--- config.mk ---
export PLATFORM = sky130hd
export DESIGN_NAME = lobm_ram
export DESIGN_NICKNAME = d
export VERILOG_FILES = /design/src/rtl/core/lobm_ram.sv
export SDC_FILE = /design/constraint.sdc
export NUM_CORES = 1
export LEC_CHECK = 0
export ABC_AREA = 1
export BUFFER_PORTS_ARGS = -buffer_cell sky130_fd_sc_hd__clkbuf_2
export CORE_MARGIN = 2
export CORE_UTILIZATION = 40
export CTS_CLUSTER_DIAMETER = 60
export DETAILED_ROUTE_END_ITERATION = 8
export PLACE_DENSITY = 0.54
export REMOVE_ABC_BUFFERS = 1
export SYNTH_ARGS = -nofsm -noshare
export SYNTH_HDL_FRONTEND = slang
export SYNTH_SLANG_ARGS = --single-unit
export TNS_END_PERCENT = 100
--- constraint.sdc ---
create_clock -name clk -period 1.4 [get_ports clk]
set_clock_uncertainty 0.2 [all_clocks]
set_input_delay 0.14 -clock clk [delete_from_list [all_inputs] [get_ports clk]]
set_output_delay 0.14 -clock clk [all_outputs]
set_load 0.02 [all_outputs]
--- src/rtl/core/lobm_ram.sv ---
`default_nettype none
module lobm_ram #(
  parameter int unsigned WIDTH = 8,
  parameter int unsigned DEPTH = 16
) (
  input  wire logic                     clk,
  input  wire logic                     we,
  input  wire logic [$clog2(DEPTH)-1:0] waddr,
  input  wire logic [WIDTH-1:0]         wdata,
  input  wire logic [$clog2(DEPTH)-1:0] raddr,
  output logic      [WIDTH-1:0]         rdata
);

  logic [WIDTH-1:0] mem [DEPTH];

  // one write port, registered read
  always_ff @(posedge clk) begin
    if (we) mem[waddr] <= wdata;
    rdata <= mem[raddr];
  end

endmodule
`default_nettype wire

==> Word level (Yosys, flattened, before mapping) <==
Memory sizes are Yosys's and may differ from the RTL's. A register that Yosys moved wholly into a read port is not among the register bits.
Index checks and enable logic that the tools add are counted.
{ "word_totals": {"regBits": 0, "ram_bits": 128, "in_bits": 18, "out_inout_bits": 8, "word_cells": 3, "n_memories": 1} }
{ "mem_list": {"columns": ["name", "words", "width", "rd", "rd_ports_with_merged_regs", "write_ports", "line_no", "source"], "rows": [
  ["mem", 16, 8, 1, 1, 1, "14", "logic [WIDTH-1:0] mem [DEPTH];"]
]} }
{ "op_classes": {"muxes": 2} }
{ "ops": {"columns": ["operator", "n"], "rows": [
  ["1-bit two-way mux", 2]
]} }

==> Depth between registers and ports, before layout <==
Gate-level depths: netlist of the first run.
{ "depth": {"depth_word": 2, "mapped_depth": 8, "depth_no_buf": 7} }

==> Worst setup path after synthesis of the first run <==
No wires, ideal clock.
{ "synth_path": {"kind": "input to register", "start": "in waddr[3]", "end": "mem mem[4][0], enable pin", "setup_time_ns": 0.370, "t_arrival_ns": 0.721, "slack_ns": 0.109, "stages": 2, "n_path_buf": 0, "cell_sequence": "nand3b_1 nor2_1"} }
{ "synth_lines": {"columns": ["element", "line_no", "source"], "rows": [
  ["start, declared", "8", "input wire logic [$clog2(DEPTH)-1:0] waddr,"],
  ["end, declared", "14", null]
]} }
Straight into the memory's write port.

==> Worst setup path after layout of the first run <==
{ "layout_path": {"start": "reg rdata[2], read port of mem", "end": "out rdata[2]"} }
{ "layout_lines": {"columns": ["element", "line_no", "source"], "rows": [
  ["start, declared", "11", "output logic [WIDTH-1:0] rdata"]
]} }
No word-level cell between the ends.

==> results of run 1 <==
[registers in the layout (all words and copies together) (netlist names)]
signal / count
rdata: 8
mem: 128
[Yosys cell counts]
library cell | count | area, um^2
nand2_1 | 173 | 649
edfxtp_1 | 128 | 3840
inv_1 | 100 | 375
nand3_1 | 97 | 485
nor2_1 | 17 | 63.8
buf_2 | 13 | 65.1
dfxtp_1 | 8 | 160
buf_6 | 6 | 67.6
buf_4 | 4 | 30.0
inv_2 | 2 | 7.51
nand3b_1 | 2 | 15.0
buf_1 | 1 | 3.75
[cell usage in the layout (no fill, tap or decap)]
master / count
bufinv_16: 5
buf_12: 7
clkbuf_16: 17
clkinv_4: 2
nand3b_1: 2
edfxtp_1: 128
clkinvlp_4: 3
nand2_1: 173
nand3_1: 97
inv_2: 2
dfxtp_1: 8
clkbuf_1: 1
inv_1: 100
nor2_1: 17
clkbuf_2: 25
buf_4: 20
clkinv_1: 4
dlygate4sd3_1: 3
[metal layers]
layer  vias to the layer above  part of all wire  track usage
li1                       1875                 -            -
met3                        17             0.045       0.0385
met1                      1780              0.45        0.249
met2                        71              0.48        0.296
met5                         -                 0            0
met4                         0             0.019       0.0836
[cell type report]
class / count / area [um^2] / share of cell area
flip-flops and latches: 136 / 4000 / 0.580
multi-input cells: 289 / 1210 / 0.176
repair buffers: 55 / 445 / 0.0645
clock buffers: 18 / 429 / 0.0621
inverters: 102 / 383 / 0.0554
well taps: 180 / 225 / 0.0326
clock inverters: 14 / 205 / 0.0297
[per-stage QoR]
step	cells	util	hold slack [ns]
3_5_place_dp	759	0.446	0.357
4_1_cts	794	0.494	0.00222
2_1_floorplan	527	-	0.0389
5_1_grt	794	0.494	0.0150
6_report	794	0.494	-0.00338
3_3_place_gp	759	0.446	0.358
[kinds of logic after synthesis]
logic type	Yosys count
buffers and inverters	126
flip-flops	136
AND/OR/NAND/NOR	289
[worst max path at each step]
stage,from,endpoint,slack [ns],cells after the start
6_report,rdata[2],rdata[2],0.07,1
5_1_grt,rdata[2],rdata[2],0.03,1
4_1_cts,rdata[2],rdata[2],0.03,1
3_5_place_dp,raddr[0],rdata[2],-0.04,8
3_3_place_gp,raddr[0],rdata[5],-0.007,8
2_1_floorplan,raddr[0],rdata[2],0.08,6
[repair_timing]
| item | in CTS | in global routing |
|---|---|---|
| endpoints found under the hold margin | 23 | 0 |
| hold buffers | 3 | 0 |
| buffers inserted | 0 | 0 |
[power by group through the flow]
stage	clock network (mW)	logic, mW	registers (mW)
final	4.75	0.613	4.58
after global routing	4.98	0.689	4.59
after CTS	4.82	0.623	4.58
after detailed placement	0	0.614	4.67
after global placement	0	0.608	4.67
after floorplan	0	0.246	4.69
==> metrics, run 1 <==
Post-Synth Simple-Gate Area 0.210; compound-gate portion of the synthesized area 0; Pwr Density 1440 nW/um^2; Initial DRC Count approximately 360; Buf/Inv on CP 1; GRT overflow 0; die width 124 um; Pint about 7.9 mW; Ys Warns 0; Post-Syn Instances 551; htree depth 4; drt pass-1 iters 5; slowest stage delay, CP between 0.3 and 0.4 ns; Core ar. ~14,000 um^2; first-pass GRT wire length ~20,000 um; TNS Setup 0 ns; vias in the first global route between 3,000 and 4,000; Worst Tran Pin Value slightly above 0.4 ns; Max stage delay cell, worst path dfxtp_1; area of the mapped netlist around 5800 um^2; unrepaired setup endpoints after global routing false; r2r endpoint rdata[0]; clock slew at reported path FFs around 0.06 ns; Top delay family on crit path flip-flops; worst vdd rail ir drop between 0.9 and 1 mV; Hold Path Class in -> reg; Hold Vio Cnt, Final 6; Pwr Total approximately 9.9 mW; Max Fanout on Critical Path 1; Clk pwr share 0.478; initial antenna violation count 0; failing checks hold timing; hold slack final -0.00338 ns; GR Util All Layers 0.187; worst-skew pair later-pin latency between 0.4 and 0.5 ns; Fill cells 1,314; HPWL Detailed 8320 um; wire length per cell approximately 16 um; multiplexer share of the synthesized area 0; Seq/Total Area, Yosys 0.694; WHS Path Cells 1; CTS Buffer Depth 2; final non-filler cell area about 6900 um^2; post-synthesis xor/xnor area fraction 0; Comb power frac 0.062; remaining antenna violation count 0; sw frac 0.207; final WL 12,900 um; Syn Area/Cell 10.5 um^2; final worst-path cycle share 0.947; crit end category output pin; drt drc 0; Lkg Pwr roughly 3 nW; routed via count ~3,700; flop-to-flop setup slack between 0.2 and 0.25 ns; Max Slew Vio Count 0; Synth Area in Adders 0; R2R cell count 6; sw power between 2 and 2.5 mW; Final setup viols 0; TritonCTS Buffers 17; startpoint of the worst hold path wdata[3]; # nets final around 620; crit path time final roughly 1.3 ns; CP cell instances clkbuf_2; via/cell ratio 4.71; largest family of logic cells by synthesized area simple AND/OR/NAND/NOR gates; Startpoint Class flop; WP data arrival about 0.99 ns; worst rel slew slack 0.724; Boundary Pins 26; WHS Endpoint mem[1][3]; CTS tree built; chip height 124 um; IO buf count 25; Setup WS pre-CTS -0.0417 ns; Gates resized, CTS repair 0; synthesized flop and latch total between 100 and 150; outcome finished with violations; synth unique cells 12; cell row count 43; achievable frequency between 700 and 800 MHz; Starting Density 0.412; Area growth syn-to-layout 19.7%; final setup margin between 0.07 and 0.08 ns; critical path type reg -> out; diode count 0; CTS sink cnt ~140; Flop pwr share 0.461; placed instance area 6240 um^2; RePlAce Congestion around 0.84; max cap viols 0; Die ar. 15,400 um^2; share of layout cells above drive strength 1 0.132; largest net degree at the start of global routing 40; clock root cell clkbuf_16; Worst Path Required between 1 and 1.5 ns; r2r startpoint mem[6][0]
Power figures use the tool's default switching activity.
==> inputs of run 2 (changes only) <==
--- a/config.mk
+++ b/config.mk
@@ -7,7 +7,7 @@
 export LEC_CHECK = 0
 export ABC_AREA = 1
 export BUFFER_PORTS_ARGS = -buffer_cell sky130_fd_sc_hd__clkbuf_2
-export CORE_MARGIN = 2
+export CORE_MARGIN = 1
 export CORE_UTILIZATION = 40
 export CTS_CLUSTER_DIAMETER = 60
 export DETAILED_ROUTE_END_ITERATION = 8
==> run 2 against run 1 <==
  * The flow now finishes without violations
  * Die area decreased by 3.2%
  * First-iteration DRC count decreased by 19%
  * Fmax decreased by 1.1%
  * Largest cell class unchanged
  * Cell count increased by 0.25%
  * Highest routed layer unchanged
  * Core utilization decreased by 0.29 points
  * Design area decreased by 0.58%
  * Routed wire length increased by 0.55%
  * Non-clock buffer count increased by 2
  * Sequential share of layout area increased by 0.34 points
  * Largest power group unchanged
  * Total power decreased by 0.72%
  * Sequential cell count unchanged
==> metrics, run 2 (synthesis gave the netlist of run 1 again) <==
outcome completed; placed cell count around 760; GR Util All Layers 0.192; CTS hold repair buffers 1; diode count 0; Initial DRC Count 288; WP data arrival roughly 1.5 ns; Starting Density 0.412; TritonCTS Buffers 17; cell row count 43; final worst-path cycle share 0.958; hold slack final 0.00269 ns; Flop pwr share 0.464; clock root cell clkbuf_16; unrepaired setup endpoints after global routing false; Multi-input gate area between 1000 and 1500 um^2; Lkg Pwr 3.01 nW; Gates resized, CTS repair 0; CTS Buffer Depth 2; Max Fanout on Critical Path 9; HPWL Detailed approximately 8400 um; Sequential Area 4000 um^2; initial antenna violation count 0; RePlAce Congestion about 0.8; Pint 7.84 mW; Clk pwr share 0.474; die width approximately 120 um; Pwr Total 9.88 mW; sw frac 0.206; Largest regs mem x128, rdata x8; commonest non-fill, non-tap cell in the layout nand2_1; slowest stage delay, CP between 0.5 and 0.6 ns; CTS sink cnt between 100 and 150; drt drc 0; wire length per cell approximately 16 um; largest net degree at the start of global routing 30; Final setup viols 0; Hold Path Class in -> reg; CP cell instances dlygate4sd3_1 -> clkbuf_2 -> inv_1 -> nand3_1 -> nand2_1; Pwr Density ~1400 nW/um^2; clock slew at reported path FFs 0.06 ns; postcts setup bufs 0; Top delay family on crit path buffers and inverters; worst-skew pair later-pin latency 0.42 ns; Max Slew Vio Count 0; Boundary Pins 26; Startpoint Class input pin; max cap viols 0; Max stage delay cell, worst path dlygate4sd3_1; drt pass-1 iters 5; routed via count ~3,800; worst rel slew slack 0.734; Die ar. 14,900 um^2; worst vdd rail ir drop ~0.80 mV; max FFs per register about 130; htree depth 4; Comb power frac 0.062; crit end category flop; Worst Tran Pin Value 0.399 ns; via/cell ratio around 4.8; sw power 2.03 mW; remaining antenna violation count 0; crit path time final approximately 1.3 ns; count of non-filler cells in the finished layout approximately 800; vias in the first global route roughly 3,700; CTS tree built; final WL 12,900 um; Worst Path Required roughly 1.6 ns; Fill cells ~1,300; GRT overflow 0; commonest cells after routing, fill and taps aside 173 x nand2_1, 128 x edfxtp_1, 100 x inv_1, 97 x nand3_1, 27 x buf_4; Buf/Inv on CP 3; achievable frequency roughly 750 MHz; Top reg by flops mem; Hold Vio Cnt, Final 0; TNS Setup 0 ns; share of layout cells above drive strength 1 0.140; Area growth syn-to-layout 19.0%; chip height roughly 120 um; IO buf count 25; first-pass GRT wire length 20,300 um; # nets final ~620; Core ar. 14,000 um^2; critical path type in -> reg
[run 2: power by group through the flow]
stage,registers [mW],clock network (mW),logic [mW]
after CTS,4.58,4.75,0.618
after global placement,4.67,0,0.604
after global routing,4.59,4.92,0.680
final,4.58,4.68,0.610
after floorplan,4.69,0,0.246
after detailed placement,4.67,0,0.610
[run 2: final timing paths]
check / end / cells past startpoint / startpoint / slack (ns)
setup / recovery: rdata[1] / 5 / raddr[3] / 0.06
hold / removal: mem[8][6] / 1 / wdata[6] / 0.003
setup reg to reg: rdata[3] / 6 / mem[7][3] / 0.20
hold reg to reg: rdata[3] / 6 / mem[10][3] / 0.48
[run 2: cell type report]
| class | count | area share |
|---|---|---|
| repair buffers | 57 | 0.0609 |
| clock inverters | 10 | 0.0215 |
| inverters | 102 | 0.0558 |
| well taps | 180 | 0.0328 |
| multi-input cells | 289 | 0.177 |
| clock buffers | 22 | 0.0691 |
| flip-flops and latches | 136 | 0.583 |
[run 2: layer usage]
metal,share of wire,track usage,up-vias,routed length [um]
met3,0.035,0.0389,10,448
met1,0.45,0.248,1823,5780
met4,0.0097,0.0716,0,125
li1,-,-,1875,-
met5,0,0,-,0
met2,0.51,0.319,77,6580
[run 2: metrics by stage]
step | worst slack (ns) | util | cell area [um^2]
2_1_floorplan | 0.0795 | - | 5600
3_3_place_gp | -0.0418 | 0.446 | 6230
3_5_place_dp | -0.0623 | 0.446 | 6230
4_1_cts | 0.0453 | 0.491 | 6870
5_1_grt | 0.0199 | 0.491 | 6870
6_report | 0.0590 | 0.491 | 6870
